===== src/design/tsp_pkg.sv =====
// package: widths, action codes and payload types for the step pulse generator
`timescale 1ns / 1ps
package tsp_pkg;
	localparam int TICKS_PER_SECOND_DEF = 1000000;
	localparam int COUNT_BITS_DEF = 24;
	localparam int HALF_BITS = 19;
	localparam int SETUP_BITS = 10;
	localparam int CFG_IDX_BITS = 2;
	localparam int CFG_DATA_BITS = 10;
	localparam int DIV_BITS = 32;

	localparam logic [2:0] ACT_TICK = 3'd0;
	localparam logic [2:0] ACT_MOVE = 3'd1;
	localparam logic [2:0] ACT_SEGMENT = 3'd2;
	localparam logic [2:0] ACT_LIMIT = 3'd3;
	localparam logic [2:0] ACT_CLEAR = 3'd4;

	localparam logic [CFG_IDX_BITS-1:0] REG_POSITIVE_DIRS = 2'd0;
	localparam logic [CFG_IDX_BITS-1:0] REG_LIMIT_IGNORE = 2'd1;
	localparam logic [CFG_IDX_BITS-1:0] REG_DIR_SETUP = 2'd2;

	typedef struct packed {
		logic [2:0] action;
		logic [1:0] axis;
		logic direction;
		logic [23:0] step_count;
		logic [19:0] step_rate;
		logic signed [15:0] delta_x;
		logic signed [15:0] delta_y;
		logic signed [15:0] delta_k;
		logic [15:0] duration_ms;
	} in_item_t;

	typedef struct packed {
		logic [2:0] step_levels;
		logic [2:0] dir_levels;
		logic [2:0] busy_axes;
		logic limit_hit;
		logic accepted;
	} out_item_t;
endpackage


===== src/design/tsp_if.sv =====
// interfaces: valid/ready channels for input and result items
`timescale 1ns / 1ps
interface tsp_in_if;
	import tsp_pkg::*;
	logic valid;
	logic ready;
	in_item_t data;
	modport source(output valid, output data, input ready);
	modport sink(input valid, input data, output ready);
endinterface

interface tsp_out_if;
	import tsp_pkg::*;
	logic valid;
	logic ready;
	out_item_t data;
	modport source(output valid, output data, input ready);
	modport sink(input valid, input data, output ready);
endinterface


===== src/design/three_axis_step_pulse_generator.sv =====
// top level: three-axis step/direction generator with a shared restoring divider
// tick, limit, clear, refused and ignored items: decoded in ST_IDLE, result registered in ST_OUT
// move: one serial division of DIV_BITS quotient bits (no division for a zero rate or count)
// segment: up to a speed and a half period division per axis
// the single restoring divider gives one quotient bit a cycle; a stalled result holds off the next item
// arst_n clears all axis state and flags, and sets the configuration registers to their reset values
`timescale 1ns / 1ps
module three_axis_step_pulse_generator #(
	parameter int TICKS_PER_SECOND = tsp_pkg::TICKS_PER_SECOND_DEF,
	parameter int COUNT_BITS = tsp_pkg::COUNT_BITS_DEF
) (
	input logic clk,
	input logic arst_n,
	tsp_in_if.sink in_ch,
	tsp_out_if.source out_ch,
	input logic cfg_we,
	input logic [tsp_pkg::CFG_IDX_BITS-1:0] cfg_index,
	input logic [tsp_pkg::CFG_DATA_BITS-1:0] cfg_data
);
	import tsp_pkg::*;

	localparam logic [DIV_BITS-1:0] TPS = DIV_BITS'(TICKS_PER_SECOND);
	localparam logic [COUNT_BITS-1:0] CMAX = {COUNT_BITS{1'b1}};
	localparam int DC_BITS = $clog2(DIV_BITS + 1);

	typedef enum logic [5:0] {
		ST_IDLE = 6'b000001,
		ST_PREP = 6'b000010,
		ST_DIV = 6'b000100,
		ST_POST = 6'b001000,
		ST_OUT = 6'b010000,
		ST_SEG0 = 6'b100000
	} state_t;

	state_t state_q;
	logic [2:0] pos_dirs_q;
	logic lim_ign_q;
	logic [SETUP_BITS-1:0] setup_cfg_q;

	logic [COUNT_BITS-1:0] steps_q [3];
	logic [HALF_BITS-1:0] half_q [3];
	logic [HALF_BITS-1:0] tick_q [3];
	logic [SETUP_BITS-1:0] wait_q [3];
	logic [2:0] stepl_q, dirl_q;
	logic limit_q;

	in_item_t item_q;
	logic accepted_q;
	logic out_valid_q;
	out_item_t out_q;

	// divider and sequencing
	logic [DIV_BITS-1:0] num_q, den_q, quo_q;
	logic [DIV_BITS:0] rem_q;
	logic [DC_BITS-1:0] dcnt_q;
	logic phase_q; // 0: speed division, 1: half period division
	logic [1:0] ax_q;
	logic seg_q;
	logic [15:0] mag_q;
	logic dsgn_q;

	logic [DIV_BITS:0] rem_sh;
	logic [DIV_BITS:0] rem_sub;
	logic [15:0] dsel;
	logic [DIV_BITS-1:0] half_full;

	assign rem_sh = {rem_q[DIV_BITS-1:0], num_q[DIV_BITS-1]};
	assign rem_sub = rem_sh - {1'b0, den_q};
	assign half_full = quo_q >> 1;

	always_comb begin
		case (ax_q)
			2'd0: dsel = item_q.delta_x;
			2'd1: dsel = item_q.delta_y;
			default: dsel = item_q.delta_k;
		endcase
	end

	assign in_ch.ready = (state_q == ST_IDLE) && (!out_valid_q || out_ch.ready);
	assign out_ch.valid = out_valid_q;
	assign out_ch.data = out_q;

	// configuration registers
	always_ff @(posedge clk or negedge arst_n) begin
		if (!arst_n) begin
			pos_dirs_q <= '0;
			lim_ign_q <= 1'b0;
			setup_cfg_q <= SETUP_BITS'(5);
		end else if (cfg_we) begin
			unique case (cfg_index)
				REG_POSITIVE_DIRS: pos_dirs_q <= cfg_data[2:0];
				REG_LIMIT_IGNORE: lim_ign_q <= cfg_data[0];
				REG_DIR_SETUP: setup_cfg_q <= cfg_data[SETUP_BITS-1:0];
				default: ;
			endcase
		end
	end

	// main sequencer and axis state
	always_ff @(posedge clk or negedge arst_n) begin
		if (!arst_n) begin
			state_q <= ST_IDLE;
			out_valid_q <= 1'b0;
			limit_q <= 1'b0;
			stepl_q <= '0;
			dirl_q <= '0;
			accepted_q <= 1'b1;
			for (int a = 0; a < 3; a++) begin
				steps_q[a] <= '0;
				half_q[a] <= '0;
				tick_q[a] <= '0;
				wait_q[a] <= '0;
			end
		end else begin
			if (out_valid_q && out_ch.ready) out_valid_q <= 1'b0;
			unique case (state_q)
				ST_IDLE: begin
					if (in_ch.valid && in_ch.ready) begin
						item_q <= in_ch.data;
						accepted_q <= 1'b1;
						case (in_ch.data.action)
							ACT_TICK: begin
								for (int a = 0; a < 3; a++) begin
									if (steps_q[a] != '0) begin
										if (wait_q[a] != '0) begin
											wait_q[a] <= wait_q[a] - 1'b1;
										end else if (tick_q[a] + 1'b1 >= half_q[a]) begin
											tick_q[a] <= '0;
											stepl_q[a] <= ~stepl_q[a];
											if (stepl_q[a]) steps_q[a] <= steps_q[a] - 1'b1;
										end else begin
											tick_q[a] <= tick_q[a] + 1'b1;
										end
									end
								end
								state_q <= ST_OUT;
							end
							ACT_MOVE: begin
								if (in_ch.data.axis != 2'd3) begin
									ax_q <= in_ch.data.axis;
									seg_q <= 1'b0;
									mag_q <= '0;
									state_q <= ST_PREP;
								end else state_q <= ST_OUT;
							end
							ACT_SEGMENT: begin
								if (limit_q) begin
									accepted_q <= 1'b0;
									state_q <= ST_OUT;
								end else if (in_ch.data.duration_ms == '0) begin
									for (int a = 0; a < 3; a++) begin
										steps_q[a] <= '0;
										tick_q[a] <= '0;
										wait_q[a] <= '0;
									end
									stepl_q <= '0;
									state_q <= ST_OUT;
								end else begin
									ax_q <= 2'd0;
									seg_q <= 1'b1;
									state_q <= ST_SEG0;
								end
							end
							ACT_LIMIT: begin
								if (!lim_ign_q) begin
									limit_q <= 1'b1;
									for (int a = 0; a < 3; a++) begin
										steps_q[a] <= '0;
										tick_q[a] <= '0;
										wait_q[a] <= '0;
									end
									stepl_q <= '0;
								end
								state_q <= ST_OUT;
							end
							ACT_CLEAR: begin
								limit_q <= 1'b0;
								state_q <= ST_OUT;
							end
							default: state_q <= ST_OUT;
						endcase
					end
				end
				ST_SEG0: begin
					// magnitude and sign of this axis delta, then speed division
					dsgn_q <= dsel[15];
					mag_q <= dsel[15] ? 16'(-dsel) : dsel;
					state_q <= ST_PREP;
				end
				ST_PREP: begin
					rem_q <= '0;
					quo_q <= '0;
					dcnt_q <= DC_BITS'(DIV_BITS);
					phase_q <= !seg_q;
					if (seg_q) begin
						num_q <= DIV_BITS'(mag_q) * DIV_BITS'(1000);
						den_q <= DIV_BITS'(item_q.duration_ms);
					end else begin
						num_q <= TPS;
						den_q <= DIV_BITS'(item_q.step_rate);
					end
					if (seg_q ? (mag_q == '0) : (item_q.step_rate == '0
						|| item_q.step_count == '0)) begin
						steps_q[ax_q] <= '0;
						stepl_q[ax_q] <= 1'b0;
						tick_q[ax_q] <= '0;
						wait_q[ax_q] <= '0;
						state_q <= ST_POST;
					end else state_q <= ST_DIV;
				end
				ST_DIV: begin
					// one restoring quotient bit a cycle
					num_q <= num_q << 1;
					if (!rem_sub[DIV_BITS]) begin
						rem_q <= rem_sub;
						quo_q <= {quo_q[DIV_BITS-2:0], 1'b1};
					end else begin
						rem_q <= rem_sh;
						quo_q <= {quo_q[DIV_BITS-2:0], 1'b0};
					end
					dcnt_q <= dcnt_q - 1'b1;
					if (dcnt_q == DC_BITS'(1)) state_q <= ST_POST;
				end
				ST_POST: begin
					if (!phase_q && (seg_q && mag_q != '0)) begin
						// speed known; zero speed stops, else second division
						if (quo_q == '0) begin
							steps_q[ax_q] <= '0;
							stepl_q[ax_q] <= 1'b0;
							tick_q[ax_q] <= '0;
							wait_q[ax_q] <= '0;
							phase_q <= 1'b1;
							state_q <= ST_POST;
							mag_q <= '0;
						end else begin
							num_q <= TPS;
							den_q <= quo_q;
							rem_q <= '0;
							quo_q <= '0;
							dcnt_q <= DC_BITS'(DIV_BITS);
							phase_q <= 1'b1;
							state_q <= ST_DIV;
						end
					end else begin
						if (seg_q ? (mag_q != '0) : (item_q.step_rate != '0
							&& item_q.step_count != '0)) begin
							if (half_full == '0) half_q[ax_q] <= HALF_BITS'(1);
							else if (half_full > DIV_BITS'({HALF_BITS{1'b1}}))
								half_q[ax_q] <= {HALF_BITS{1'b1}};
							else half_q[ax_q] <= half_full[HALF_BITS-1:0];
							if (seg_q) begin
								steps_q[ax_q] <= COUNT_BITS'(mag_q);
								dirl_q[ax_q] <= pos_dirs_q[ax_q] ^ dsgn_q;
							end else begin
								steps_q[ax_q] <= (item_q.step_count > 24'(CMAX)) ? CMAX
									: COUNT_BITS'(item_q.step_count);
								dirl_q[ax_q] <= item_q.direction;
							end
							wait_q[ax_q] <= setup_cfg_q;
							tick_q[ax_q] <= '0;
							stepl_q[ax_q] <= 1'b0;
						end
						if (seg_q && ax_q != 2'd2) begin
							ax_q <= ax_q + 1'b1;
							state_q <= ST_SEG0;
						end else state_q <= ST_OUT;
					end
				end
				ST_OUT: begin
					out_valid_q <= 1'b1;
					out_q.step_levels <= stepl_q;
					out_q.dir_levels <= dirl_q;
					for (int a = 0; a < 3; a++) out_q.busy_axes[a] <= steps_q[a] != '0;
					out_q.limit_hit <= limit_q;
					out_q.accepted <= accepted_q;
					state_q <= ST_IDLE;
				end
				default: state_q <= ST_IDLE;
			endcase
		end
	end
endmodule


===== src/flat_wrapper.sv =====
// flat-port wrapper written by rule: the top's interface ports become plain ports
module three_axis_step_pulse_generator_flat import tsp_pkg::*;
#(
	parameter int TICKS_PER_SECOND = tsp_pkg::TICKS_PER_SECOND_DEF,
	parameter int COUNT_BITS = tsp_pkg::COUNT_BITS_DEF
)
  (clk, arst_n, cfg_we, cfg_index, cfg_data, in_ch_valid, in_ch_data, in_ch_ready, out_ch_valid, out_ch_data, out_ch_ready);
  tsp_in_if in_ch_i ();
  tsp_out_if out_ch_i ();
  input logic clk;
  input logic arst_n;
  input logic cfg_we;
  input logic [tsp_pkg::CFG_IDX_BITS-1:0] cfg_index;
  input logic [tsp_pkg::CFG_DATA_BITS-1:0] cfg_data;
  input wire logic [$bits(in_ch_i.valid)-1:0] in_ch_valid;
  input wire logic [$bits(in_ch_i.data)-1:0] in_ch_data;
  output wire logic [$bits(in_ch_i.ready)-1:0] in_ch_ready;
  output wire logic [$bits(out_ch_i.valid)-1:0] out_ch_valid;
  output wire logic [$bits(out_ch_i.data)-1:0] out_ch_data;
  input wire logic [$bits(out_ch_i.ready)-1:0] out_ch_ready;
  assign in_ch_i.valid = in_ch_valid;
  assign in_ch_i.data = in_ch_data;
  assign in_ch_ready = in_ch_i.ready;
  assign out_ch_valid = out_ch_i.valid;
  assign out_ch_data = out_ch_i.data;
  assign out_ch_i.ready = out_ch_ready;
  three_axis_step_pulse_generator #(.TICKS_PER_SECOND(TICKS_PER_SECOND), .COUNT_BITS(COUNT_BITS)) u_core (.clk(clk), .arst_n(arst_n), .in_ch(in_ch_i), .out_ch(out_ch_i), .cfg_we(cfg_we), .cfg_index(cfg_index), .cfg_data(cfg_data));
endmodule

===== config.mk =====
export PLATFORM = sky130hd
export DESIGN_NAME = three_axis_step_pulse_generator_flat
export DESIGN_NICKNAME = d
export VERILOG_FILES = /design/src/design/tsp_pkg.sv /design/src/design/tsp_if.sv /design/src/design/three_axis_step_pulse_generator.sv /design/src/flat_wrapper.sv
export SDC_FILE = /design/constraint.sdc
export NUM_CORES = 1
export LEC_CHECK = 0
export ABC_AREA = 1
export BUFFER_PORTS_ARGS = -buffer_cell sky130_fd_sc_hd__buf_2
export CORE_ASPECT_RATIO = 1.25
export CORE_UTILIZATION = 65
export CTS_CLUSTER_DIAMETER = 40
export CTS_CLUSTER_SIZE = 8
export DETAILED_ROUTE_END_ITERATION = 6
export PLACE_DENSITY = 0.85
export SYNTH_ARGS = -nofsm -noshare
export SYNTH_HDL_FRONTEND = slang
export SYNTH_SLANG_ARGS = --single-unit

===== constraint.sdc =====
create_clock -name clk -period 11.5 [get_ports clk]
set_input_delay 1.15 -clock clk [delete_from_list [all_inputs] [get_ports clk]]
set_output_delay 1.15 -clock clk [all_outputs]
set_load 0.005 [all_outputs]

==> reports/qor.yml <==
status: "finished clean"
ant_nets: 0
grt_max_degree: 99
required_ps: 12040
fin_area_sq_um: 40390
n_fill_cell: 4313
ys_seq_area_share_pct: 39.36
placed_cell_area_sq_um: 37530
grt_usage_pct: 38.20
yosys_warnings: 0
pwr-share-seq_pct: 26.4
final_nets: 5381
wirelength_mm: 108.0
cts_setup_buffers: 0
r2r_start: "u_core.mag_q[14]$_SDFFCE_PP0P_"
endpoint: "u_core.steps_q[4]$_DFFE_PN0P_"
synthAdderAreaFrac_pct: 8.676
yosys.area.top_type_share_pct: 22.48
vias_per_cell: 5.972
clock_path_buffers: 3
dieArea_sq_um: 56860
netlist_top_cells_area: "edfxtp_1 22%, dfrtp_1 17%, nand2_1 15%"
power_leakage_uw: 0.01960
synth_most_common_cell: "nand2_1"
chipHeight_microns: 266.4
crit_type: "flop to flop"
fp.dieW_microns: 213.5
synth-main-ff-cell: "edfxtp_1"
period_needed_ps: 4690
ys_types: 62
cts.sink_count: 517
io_buffer_count: 143
synth_compound_area_share_pct: 11.02
vias: 34840
diodes: 0
max_freq_mhz: 213.2
hold_class: "flop to flop"
area_growth_pct: 11.15
min_period_over_period_pct: 40.79
synth_top_family_by_area: "simple AND/OR/NAND/NOR gates"
hpwlAfterDp_mm: 75.91
synth-seq-cells: 517
rr_endpoint: "u_core.steps_q[4]$_DFFE_PN0P_"
relSlewSlack_pct: 22.10
cts_resized: 0
yosys.area.top_type: "edfxtp_1"
placementRows: 96
firstDrtPassIters: 6
crit_arrival_ps: 5230
rsz0062_at_grt: "false"
drc: 0
htree_levels: 3
utilization_pct: 73.42
ys_top_cells_by_count: "1,407 x nand2_1, 566 x inv_1, 556 x nor2_1"
netlist_area_sq_um: 36340
clock_latency_ps: 670
internal_power_uw: 5336
place.gp.congestion: 0.9807
initial_core_util_pct: 66.06
cts_made_buffers: 89
clk_pin_slew_worst_paths_ps: 60
setup_violations: 0
synth_edf_count: 272
ys_async_sr_fraction_pct: 47.39
synth_fp_nets: 5288
reg2reg_slack_ps: 6810
critPathLaunchType: "flop"
synth_xor_area_share_pct: 2.410
cp_max_fo: 36
critPathLaunch: "u_core.mag_q[14]$_SDFFCE_PP0P_"
finalClockSkew_ps: 41.21
hold_viol_final: 0
core_sq_um: 55010
reg2reg_depth: 14
p_clk_share_pct: 26.5
netlist_instances: 4938
cts_tree: "built"
grt_pass1_vias: 32800
setup.worst_path.end_class: "flop"
min_path_cells: 0
worstMarginPinSlew_ps: 1167
synthSimpleGateAreaFrac_pct: 30.10
drt_iter0_drc: 3868
swShare_pct: 44.21
root_buffer: "clkbuf_16"
avgSynthCellArea_sq_um: 7.359
comb_power_share_pct: 47.1
p_sw_uw: 4228
p_per_area_nw_per_um2: 236.8
final_max_slew_viol_count: 0
setup-tns-final_ps: 0
synthMuxAreaShare_pct: 0.2135
worst_ir_drop_vdd_v: 0.0002338
layout-drive-gt1-share_pct: 7.686
antenna_found_initial: 2
wl_per_cell_microns: 18.50
cap_violations: 0
io_pins: 144
grt_pass1_wl_mm: 170.2
whs_ps: 453.3
overflow: 0
holdBufCountCts: 0
## stage by stage
stage,power (uW),setup slack (ps),instances
2_1_floorplan,5910,4647,4938
3_3_place_gp,6848,7099,5675
3_5_place_dp,6944,7005,5675
4_1_cts,9503,6989,5835
5_1_grt,10290,6491,5835
6_report,9565,6810,5835
## cells by family after synthesis
family / count (synthesis)
DFF: 517
buffers and inverters: 764
AOI/OAI and AO/OA: 727
and+or+nand+nor: 2604
adders and majority gates: 219
muxes: 7
xor gates and xnor gates: 100
## placed cells by master, fill, tap and decap left out, types with 7 or more instances in the layout
master | netlist | routed
o21a_1 | 13 | 13
o21ai_0 | 325 | 325
nor2_4 | 4 | 7
dfrtp_1 | 241 | 241
nand3b_1 | 11 | 11
clkbuf_16 | 0 | 89
o21ai_1 | 25 | 25
nor2_1 | 556 | 553
nand3_1 | 415 | 414
buf_2 | 56 | 142
a21o_1 | 7 | 7
inv_2 | 13 | 17
buf_4 | 6 | 38
inv_1 | 566 | 563
o22ai_1 | 34 | 34
nand2_1 | 1407 | 1407
a22oi_1 | 13 | 13
a31oi_1 | 9 | 9
ha_1 | 164 | 162
clkbuf_1 | 93 | 31
o211ai_1 | 34 | 34
or2_2 | 10 | 10
fa_1 | 55 | 55
o221ai_1 | 11 | 11
nor2_2 | 13 | 13
nand4_1 | 107 | 107
clkinv_2 | 0 | 9
a21oi_1 | 225 | 224
nor3_1 | 52 | 52
edfxtp_1 | 272 | 272
xnor2_1 | 25 | 25
xor2_1 | 75 | 75
clkinv_1 | 5 | 9
## metal layers
layer / vias to the layer above / GRT usage [%] / part of all wire (%)
met5: - / 0 / 0.012
met4: 2 / 22.39 / 6.1
met3: 399 / 6.035 / 9.0
met2: 1852 / 61.73 / 47
met1: 16170 / 48.35 / 38
li1: 16430 / - / -
## sequential cells by signal, indices dropped and copies added (netlist names), 2 cells and up
name / cells
u_core.tick_q: 57
u_core.state_q: 6
u_core.quo_q: 32
u_core.ax_q: 2
u_core.setup_cfg_q: 10
u_core.rem_q: 32
u_core.den_q: 32
u_core.num_q: 29
u_core.dcnt_q: 6
u_core.mag_q: 16
u_core.wait_q: 30
u_core.dirl_q: 3
u_core.out_ch.data: 11
u_core.item_q: 109
u_core.half_q: 57
u_core.stepl_q: 3
u_core.pos_dirs_q: 3
u_core.steps_q: 72
## critical path: stages, from the launching register on
cell and delay, ps:
edfxtp_1 550, inv_1 270, ha_1 210, nand2_1 60, nor2_1 130, nand2_1 110
nand3_2 70, buf_4 380, inv_1 360, nand3_2 320, nand2_1 100, nor2_2 880
nand3_2 770, nand2_1 240, nand2_1 80
## how the worst min path moves through the flow
stage,start,to,slack (ps)
2_1_floorplan,u_core.dirl_q[0]$_DFFE_PN0P_,u_core.out_ch.data[5]$_DFFE_PP_,430
3_3_place_gp,u_core.dirl_q[0]$_DFFE_PN0P_,u_core.out_ch.data[5]$_DFFE_PP_,430
3_5_place_dp,u_core.dirl_q[0]$_DFFE_PN0P_,u_core.out_ch.data[5]$_DFFE_PP_,440
4_1_cts,u_core.dirl_q[0]$_DFFE_PN0P_,u_core.out_ch.data[5]$_DFFE_PP_,450
5_1_grt,u_core.dirl_q[0]$_DFFE_PN0P_,u_core.out_ch.data[5]$_DFFE_PP_,460
6_report,u_core.dirl_q[0]$_DFFE_PN0P_,u_core.out_ch.data[5]$_DFFE_PP_,450
## power groups by stage
stage                     combinational (uW)  sequential [uW]  clock [uW]
after detailed placement                4410             2540           0
after global placement                  4320             2530           0
after CTS                               4450             2510        2550
after floorplan                         3440             2470           0
after global routing                    5110             2540        2630
final                                   4510             2520        2530
## cell type report
class	count	area [sq um]	share of cell area, %
inverter	585	2198	5.442
clock inverter	35	452.9	1.121
clock buffer	125	2412	5.972
timing repair buffer	181	1011	2.503
tap	735	919.6	2.277
sequential	517	14300	35.41
multi-input combinational	3657	19090	47.27
Power figures use the tool's default switching activity.
